==> src/rtl/core/msl_pkg.sv <==
`default_nettype none
package msl_pkg;

  localparam int MAX_SAMPLES = 4096;
  localparam int MAX_CHUNKS  = 1024;
  localparam int MAX_RUNS    = 64;

  localparam int SIDX_W = $clog2(MAX_SAMPLES);
  localparam int CIDX_W = $clog2(MAX_CHUNKS);
  localparam int RIDX_W = $clog2(MAX_RUNS);

  // input command codes
  localparam logic [1:0] CMD_LOAD_RUN   = 2'd0;
  localparam logic [1:0] CMD_LOAD_SIZE  = 2'd1;
  localparam logic [1:0] CMD_LOAD_CHUNK = 2'd2;
  localparam logic [1:0] CMD_QUERY      = 2'd3;

  // result error codes
  localparam logic [1:0] ERR_OK    = 2'd0;
  localparam logic [1:0] ERR_RANGE = 2'd1;
  localparam logic [1:0] ERR_OVF   = 2'd2;

  // config register indexes
  localparam logic [1:0] CFG_CHUNK_COUNT  = 2'd0;
  localparam logic [1:0] CFG_RUN_COUNT    = 2'd1;
  localparam logic [1:0] CFG_SAMPLE_COUNT = 2'd2;

  typedef struct packed {
    logic accept;    // item taken this cycle
    logic init_rd;   // read run entry 0
    logic init_cap;  // capture run entry 0
    logic run_adv;   // step to next run
    logic chunk_step;
    logic off_rd;    // read chunk offset and sample size
    logic off_cap;
    logic sum_add;
    logic out_ok;
    logic out_fail;
  } msl_cmd_t;

  typedef struct packed {
    logic q_bad;
    logic nxt_avail;
    logic nxt_le;
    logic hit;
    logic last_chunk;
    logic sum_done;
    logic out_free;
  } msl_sts_t;

endpackage
`default_nettype wire

==> src/rtl/core/msl_ctrl.sv <==
`default_nettype none
module msl_ctrl
  import msl_pkg::*;
(
  input  wire logic       clk,
  input  wire logic       rst_n,
  input  wire logic       in_valid,
  input  wire logic [1:0] in_command,
  output logic            in_ready,
  input  wire msl_sts_t   sts,
  output msl_cmd_t        cmd
);

  typedef enum logic [11:0] {
    S_IDLE     = 12'h001,
    S_INIT_RD  = 12'h002,
    S_INIT_CAP = 12'h004,
    S_RUN_RD   = 12'h008,
    S_RUN_CHK  = 12'h010,
    S_CHUNK    = 12'h020,
    S_OFF_RD   = 12'h040,
    S_OFF_CAP  = 12'h080,
    S_SUM_RD   = 12'h100,
    S_SUM_ADD  = 12'h200,
    S_FAIL     = 12'h400,
    S_DONE     = 12'h800
  } state_t;

  state_t state_r, state_nxt;

  assign in_ready = (state_r == S_IDLE);

  always_comb begin
    state_nxt = state_r;
    cmd       = '0;
    case (state_r)
      S_IDLE: begin
        if (in_valid) begin
          cmd.accept = 1'b1;
          if (in_command == CMD_QUERY) state_nxt = S_INIT_RD;
        end
      end
      S_INIT_RD: begin
        cmd.init_rd = 1'b1;
        state_nxt   = sts.q_bad ? S_FAIL : S_INIT_CAP;
      end
      S_INIT_CAP: begin
        cmd.init_cap = 1'b1;
        state_nxt    = S_RUN_RD;
      end
      S_RUN_RD: state_nxt = sts.nxt_avail ? S_RUN_CHK : S_CHUNK;
      S_RUN_CHK: begin
        if (sts.nxt_le) begin
          cmd.run_adv = 1'b1;
          state_nxt   = S_RUN_RD;
        end else begin
          state_nxt = S_CHUNK;
        end
      end
      S_CHUNK: begin
        if (sts.hit) begin
          state_nxt = S_OFF_RD;
        end else if (sts.last_chunk) begin
          state_nxt = S_FAIL;
        end else begin
          cmd.chunk_step = 1'b1;
          state_nxt      = S_RUN_RD;
        end
      end
      S_OFF_RD: begin
        cmd.off_rd = 1'b1;
        state_nxt  = S_OFF_CAP;
      end
      S_OFF_CAP: begin
        cmd.off_cap = 1'b1;
        state_nxt   = S_SUM_RD;
      end
      S_SUM_RD: state_nxt = sts.sum_done ? S_DONE : S_SUM_ADD;
      S_SUM_ADD: begin
        cmd.sum_add = 1'b1;
        state_nxt   = S_SUM_RD;
      end
      S_FAIL: begin
        if (sts.out_free) begin
          cmd.out_fail = 1'b1;
          state_nxt    = S_IDLE;
        end
      end
      S_DONE: begin
        if (sts.out_free) begin
          cmd.out_ok = 1'b1;
          state_nxt  = S_IDLE;
        end
      end
      default: state_nxt = S_IDLE;
    endcase
  end

  always_ff @(posedge clk) begin
    if (!rst_n) state_r <= S_IDLE;
    else        state_r <= state_nxt;
  end

endmodule
`default_nettype wire

==> config.mk <==
export PLATFORM = sky130hd
export DESIGN_NAME = msl_ctrl
export DESIGN_NICKNAME = d
export VERILOG_FILES = /design/src/rtl/core/msl_pkg.sv /design/src/rtl/core/msl_ctrl.sv
export SDC_FILE = /design/constraint.sdc
export NUM_CORES = 1
export LEC_CHECK = 0
export BUFFER_PORTS_ARGS = -buffer_cell sky130_fd_sc_hd__buf_2
export CAP_MARGIN = 0
export CORE_ASPECT_RATIO = 0.8
export CORE_MARGIN = 4
export CORE_UTILIZATION = 35
export DETAILED_ROUTE_END_ITERATION = 8
export PLACE_DENSITY = 0.55
export RECOVER_POWER = 50
export SKIP_CTS_REPAIR_TIMING = 1
export SYNTH_ARGS = -nofsm -noshare
export SYNTH_HDL_FRONTEND = slang
export SYNTH_SLANG_ARGS = --single-unit
==> constraint.sdc <==
create_clock -name clk -period 2.3 [get_ports clk]
set_input_delay 0.575 -clock clk [delete_from_list [all_inputs] [get_ports clk]]
set_output_delay 0.575 -clock clk [all_outputs]
set_load 0.02 [all_outputs]
-- Yosys cells after proc, flatten, opt, wreduce, memory -nomap -nowiden
Index checks and enable logic that the tools add are counted.
- register bits after elaboration: 12
- latch bits: 0
- memory bits (writable): 0
- bits in read-only memories: 0
- logic and storage cells: 45
- memories kept: 0
- add/sub/neg operators: 0
- $mul: 0
- divide/modulo/power cells: 0
- order comparisons: 0
- eq/ne operators: 16
- shift-type cells: 0
- muxes and demuxes: 25
- bitwise gates (word level): 0
- reduce and logical (&&, ||, !) cells: 3
- operators by type and width (cell ; number):
    $pmux W12 S10 ; 1
    $mux W12 ; 5
    $mux W11 ; 2
    $mux W1 ; 15
    $eq A12 B1 Y1 const B ; 1
    $eq A12 B10 Y1 const B ; 1
    $eq A12 B11 Y1 const B ; 1
    $eq A12 B12 Y1 const B ; 1
    $eq A12 B2 Y1 const B ; 1
    $eq A12 B3 Y1 const B ; 1
    $eq A12 B4 Y1 const B ; 1
    $eq A12 B5 Y1 const B ; 1
    $eq A12 B6 Y1 const B ; 1
    $eq A12 B7 Y1 const B ; 1
    $eq A12 B8 Y1 const B ; 1
    $eq A12 B9 Y1 const B ; 1
    $mux W6 ; 2
    $ne A2 B1 Y1 const B ; 2
    $reduce_or A2 Y1 ; 2
    $reduce_and A3 Y1 ; 1
    $eq A2 B2 Y1 const B ; 1
    $ne A2 B2 Y1 const B ; 1

-- Depth between registers and ports, before layout
Gate-level depths: netlist of run 1.
- depth in word-level cells: 4
- gate-level depth with buffers: 6
- depth with buffers taken out: 4

-- Worst setup path before layout of run 1
OpenSTA, ideal clock, no wires.
- kind: reg-to-output
- start point: reg state_r[2]
- end point: out cmd[5] (netlist bit)
- arrival: 1.669 ns
- required time: 1.725 ns
- path slack: 0.056 ns
- cell stages (with the launch flop): 5
- buffers on the path: 1
- path through: dfxtp_1 -> buf_6 -> nor4_4 -> nand4_1 -> nor4_1
- RTL lines (what ; line ; RTL):
    from (decl) ; msl_ctrl.sv:29 ; state_t state_r, state_nxt;
    from (signal assigned) ; msl_ctrl.sv:101 ; else state_r <= state_nxt;
    to (decl) ; msl_ctrl.sv:11 ; output msl_cmd_t cmd

==> impl_results.md, run 1 <==
* Run status: finished clean
* Vias per std cell at approximately 5.5
* Antenna violations before repair at 0
* Final hold viol count at 0
* Non-filler cells, final at 153
* Seq/Total Area, Yosys at about 28%
* Largest net degree at the start of global routing at 9
* Die width at ~63 um
* Setup CP Type: flip-flop to output port
* Main synth FF type: dfxtp_1
* Synth top area cells: dfxtp_1 28%, nor4_4 5.0%, nor3b_2 4.4%, nor4_1 4.4%, nand3_1 3.5%
* H-tree depth at 1
* Iter 0 DRT Violations at between 50 and 60
* Crit. End Element: output port
* Critical Path RT at between 1.5 and 2 ns
* Total chip power at 630.5 uW
* Final Util at just over 50%
* Vias at 842
* Post-route DRC violation count at 0
* Total routed wirelength at 2181 um
* Max_slew headroom at between 70% and 80%
* Biggest cell delay along the critical path at roughly 0.37 ns
* Clock Pin Slew Worst Setup and Hold Paths at approximately 0.080 ns
* CORE AREA at 0.002233 mm2
* Row count at 15
* Avg Inst Size Synth at slightly below 9 um2
* Yosys warns at 0
* Chip height at roughly 52 um
* Final slew viol count at 0
* Maximum vdd drop at 0.1875 mV
* Max reg flops at 12
* Layout Skew at ~0.0053 ns
* Yosys top cell by area: dfxtp_1
* Placed Cells at 142
* RSZ-0062 raised after global routing: yes
* Layout cell share with drive strength beyond 1 at 43.75%
* Synth top area share at 28.15%
* Worst-Margin Slew at between 0.3 and 0.4 ns
* Arr. time, crit path at roughly 1.7 ns
* Commonest cells after routing, fill and taps aside: 17 x buf_2, 13 x buf_4, 6 x nor2_1, 6 x nand2_1, 6 x dfxtp_1
* Critical Path Fanout Max at 5
* Cells after Synth at a little under 100
* Antenna cells at 0
* Largest regs: state_r: 12 flops
* Post-DP HPWL at 1656 um
* Number of distinct library cells after synthesis at 39
* Die area at between 0.003 and 0.004 mm2
* Num ports at 23
* Worst min path class: input port to flip-flop
* Max Cap Violations at 0
* Area Growth Syn to Fin at 31.67%
* Clk sinks at 12
* CP Cell Sequence: nor4_4, nand4_1, nor4_2, buf_2
* # setup viols final at 0
* Post-synth EDFFs at 0
* DR WL/cell at about 14 um
* Commonest non-fill, non-tap cell in the layout: buf_2
* Seq cells post-synth at 12
* Biggest register: state_r
* Tcrit/Tclk final at a little over nine tenths
* CTS tree: yes
* Final net count at around 140
* Latest clock arrival within the worst-skew pair at between 0.2 and 0.3 ns
* FMAX at 0.4404 GHz
* Mapped cell area at 853.3 um2
* CTS Buf Count at 3
* Asr flop ratio synth at 0%
* Slowest CP cell: dfxtp_4
* Antenna Nets Post-Route at 0
* GP Congestion at ~0.8
* Static leakage at 0.4741 nW
* DR pass1 iterations at 5
* Pwr dens at ~560 mW/mm2
* Overall Global Routing Usage at 13.90%
* Root buf cell: clkbuf_4
* Kind of start point of the critical path: flip-flop
* Grt ovf at 0
* Tmin final at about 2.3 ns
* Worst hold slack at approximately 0.46 ns
* Clock buffer depth at 2
* Vias in the first global route at 718
* Starting density of the core at between 30% and 40%
* Syn_nets at 109
* Port-buffer cells at 22
* First-pass GRT wire length at 3512 um
## per-layer routing
layer	track usage (%)	vias to the layer above	part of all wire, %
met5	0	-	0
met3	5.184	4	5.9
met1	19.53	392	48
met2	20.49	16	45
li1	-	430	-
met4	2.151	0	0.96
## area by class of cell
class / instances / area (um2)
Clock buffer: 4 / 36.28
Tap cell: 25 / 31.28
Inverter: 2 / 7.507
Fill cell: 218 / 1110
Multi-Input combinational cell: 79 / 601.8
Timing Repair Buffer: 31 / 193.9
Sequential cell: 12 / 252.7
## synth_stat cells (2+ instances only)
cell / instances
nor4_4: 2
nand4_1: 2
a21oi_1: 5
and2_1: 2
nor3b_2: 3
nor3_1: 4
nor3b_1: 3
and3_1: 2
dfxtp_1: 12
inv_1: 2
nor2b_1: 3
nand2b_1: 2
o21a_1: 3
nor2_1: 7
buf_6: 2
xnor2_1: 3
nor4_1: 6
nor4b_1: 2
nand3_1: 6
xor2_1: 2
nand2_1: 6
## report_power, final
part	total [mW]	switching, mW	internal, mW
registers	0.239	0.0214	0.217
clock network	0.174	0.0778	0.0964
logic	0.218	0.112	0.106
## critical path: cells and delay by family (launching register included)
kind / cells / cell delay, ns
and+or+nand+nor: 3 / 0.83
buffers and inverters: 1 / 0.21
DFF: 1 / 0.37
## worst paths after layout
check	from	to	slack [ns]	cells past startpoint
setup / recovery	state_r[3]	cmd[5]	0.03	4
hold / removal	sts[6]	state_r[2]	0.46	2
setup reg to reg	state_r[3]	state_r[7]	0.61	6
hold reg to reg	state_r[2]	state_r[4]	0.56	1
## logic make-up after synthesis
| group | count (synthesis) | share of synthesized area, % |
|---|---|---|
| simple gates | 60 | 50.15 |
| compound gates | 14 | 11.29 |
| flops | 12 | 28.15 |
| buf+inv | 6 | 5.279 |
| xor+xnor | 5 | 5.133 |
## metrics by stage
step	cell area (um2)	setup TNS [ns]	setup slack, ns
CTS	1008	-0.3119	-0.06764
finish	1124	0	0.02952
floorplan	853.3	0	0.05613
global placement	972.2	0	0.2437
global route	1124	-0.2908	-0.1298
detailed placement	972.2	0	0.2548
(Power assumes the default switching activity.)
==> run 2, diff against run 1 <==
Clock period 2.3 ns to 2.8 ns, I/O delays scaled along.
==> run 2 against run 1 <==
Compared with the run above: via count decreased by 4.3%; die area unchanged; first-iteration DRC count decreased by 33%; worst setup slack improved by 0.19 ns; cell count decreased by 5.9%; total power decreased by 22%; design area decreased by 13%.
==> impl_results.md, run 2 (synthesis gave the netlist of run 1 again) <==
* Post-DP HPWL at 1617 um (-2.4%)
* Worst min path class: flip-flop to flip-flop
* Max reg flops at 12 (unchanged)
* Starting density of the core at 38.21% (unchanged)
* Grt ovf at 0 (unchanged)
* Pwr dens at 500.9 mW/mm2 (-11%)
* Post-route setup TNS at 0 ns (unchanged)
* Run status: finished clean
* Vias in the first global route at 733 (+2.1%)
* Tcrit/Tclk final at 92.30%
* H-tree depth at 1 (unchanged)
* Clock buffer depth at 2 (unchanged)
* Max_slew headroom at 67.27% (-6.6 points)
* Vias per std cell at 5.597 (+1.7%)
* Met1 Usage GRT at 18.29% (-1.2 points)
* First-pass GRT wire length at 3394 um (-3.4%)
* Area Growth Syn to Fin at 14.37%
* Switching Share at 33.63% (+0.13 points)
* Non-filler cells, final at 144 (-5.9%)
* Latest clock arrival within the worst-skew pair at 0.27 ns (about the same)
* Commonest non-fill, non-tap cell in the layout: buf_2
* DR WL/cell at 14.08 um (-1.2%)
* CORE AREA at 0.002233 mm2 (unchanged)
* Final hold viol count at 0 (unchanged)
* Antenna cells at 0 (unchanged)
* Clk sinks at 12 (unchanged)
* Iter 0 DRT Violations at 34 (-33%)
* Gr busiest metal: met2
* Vias at 806 (-4.3%)
* CTS tree: yes
* Row count at 15 (unchanged)
* WHS Endpoint: state_r[11]
* Crit. Startpoint: state_r[6]
* Final slew viol count at 0 (unchanged)
* FMAX at 0.3869 GHz
* Logic gate share of total power at 30.9% (-3.6 points)
* Layout cell share with drive strength beyond 1 at 27.73% (-16 points)
* Arr. time, crit path at 1.88 ns (+0.18 ns)
* Internal cell power at 324.4 uW (-23%)
* Maximum vdd drop at 0.1673 mV (-11%)
* Chip height at 52.17 um (unchanged)
* Worst-Margin Slew at 0.4899 ns (+0.09897 ns)
* Global routing usage on met3 at 5.184% (unchanged)
* Overall Global Routing Usage at 13.27% (-0.63 points)
* Placed Cells at 140 (-1.4%)
* Clock Power Share at 29.0% (+1.4 points)
* Root buf cell: clkbuf_4
* Die area at 0.003297 mm2 (unchanged)
* Kind of start point of the critical path: flip-flop
* Largest regs: state_r: 12 flops
* Clock Pin Slew Worst Setup and Hold Paths at 0.08 ns (about the same)
* DR pass1 iterations at 4 (-1)
* Port-buffer cells at 22 (unchanged)
* RSZ-0062 raised after global routing: no
* Max Cap Violations at 0 (unchanged)
* CTS Buf Count at 3 (unchanged)
* Commonest cells after routing, fill and taps aside: 22 x buf_2, 12 x dfxtp_1, 7 x nor2_1
* R2R Setup Slk at 0.98 ns (+0.37 ns)
* Die width at 63.21 um (unchanged)
* Num ports at 23 (unchanged)
* Sw Pwr at 164.4 uW (-22%)
* Tmin final at around 2.6 ns
* Setup CP Type: flip-flop to output port
* Antenna Nets Post-Route at 0 (unchanged)
* Post-route DRC violation count at 0 (unchanged)
* Final net count at 132 (-6.4%)
* Area post-placement at 957.2 um2 (-1.5%)
* Layout Skew at 0.003030 ns (-0.002225 ns)
* Antenna violations before repair at 0 (unchanged)
* Critical Path Fanout Max at 8 (+3)
* Static leakage at 0.4071 nW (-14%)
* Part of the power in registers at 40.1% (+2.2 points)
* Largest net degree at the start of global routing at 9 (unchanged)
* Total routed wirelength at 2028 um (-7.0%)
* RR Startpoint: state_r[0]
* Critical Path RT at 2.10 ns (+0.37 ns)
* Biggest register: state_r
* Hold Crit Start: state_r[11]
* Worst r2r path cells at 4 (-2)
* GP Congestion at 0.7827 (+0.35%)
* # setup viols final at 0 (unchanged)
* Crit. End Element: output port
* RR Endpoint: state_r[1]
* Hold Path Cell Cnt at 2 (unchanged)
* Fin area at 975.9 um2 (-13%)
* Met2 usage at 19.79% (-0.70 points)
[run 2: per-layer routing]
metal  share of wire [%]  wire, um
met5                   0         0
met4                   0         0
met3                 6.4       130
met2                  45       903
met1                  49       994
[run 2: how the worst max path moves through the flow]
stage / cells past startpoint / slack (ns) / endpoint
2_1_floorplan: 4 / 0.43 / cmd[5]
3_3_place_gp: 5 / 0.57 / cmd[0]
3_5_place_dp: 5 / 0.53 / cmd[0]
4_1_cts: 5 / 0.21 / cmd[0]
5_1_grt: 5 / 0.02 / cmd[0]
6_report: 5 / 0.22 / cmd[0]
[run 2: cell type report]
cell class / instances / area [um2]
well taps: 25 / 31.28
flip-flops and latches: 12 / 240.2
multi-input cells: 79 / 550.5
inverters: 2 / 7.507
fillers: 234 / 1257
repair buffers: 22 / 110.1
clock buffers: 4 / 36.28
[run 2: power by group through the flow]
| stage | Sequential (mW) | Clock (mW) | Combinational (mW) |
|---|---|---|---|
| after floorplan | 0.196 | 0 | 0.115 |
| after global placement | 0.199 | 0 | 0.154 |
| after detailed placement | 0.200 | 0 | 0.153 |
| after CTS | 0.196 | 0.144 | 0.154 |
| after global routing | 0.198 | 0.159 | 0.162 |
| final | 0.196 | 0.142 | 0.151 |
[run 2: worst max-delay path, stage by stage, from the launching register on]
cell and delay [ns]:
dfxtp_1 0.38, nor4_4 0.38, and2_1 0.32, nand3_1 0.17, nor3b_2 0.19, buf_2 0.18
[run 2: stage by stage]
| stage | util (%) | setup WS [ns] | hold WS [ns] | total power, mW |
|---|---|---|---|---|
| after floorplan | - | 0.4311 | 0.5114 | 0.3112 |
| after global placement | 42.86 | 0.5680 | 0.5651 | 0.3523 |
| after detailed placement | 42.86 | 0.5265 | 0.5561 | 0.3528 |
| after CTS | 44.48 | 0.2147 | 0.5687 | 0.4935 |
| after global routing | 43.70 | 0.01807 | 0.5857 | 0.5187 |
| final | 43.70 | 0.2156 | 0.5720 | 0.4888 |
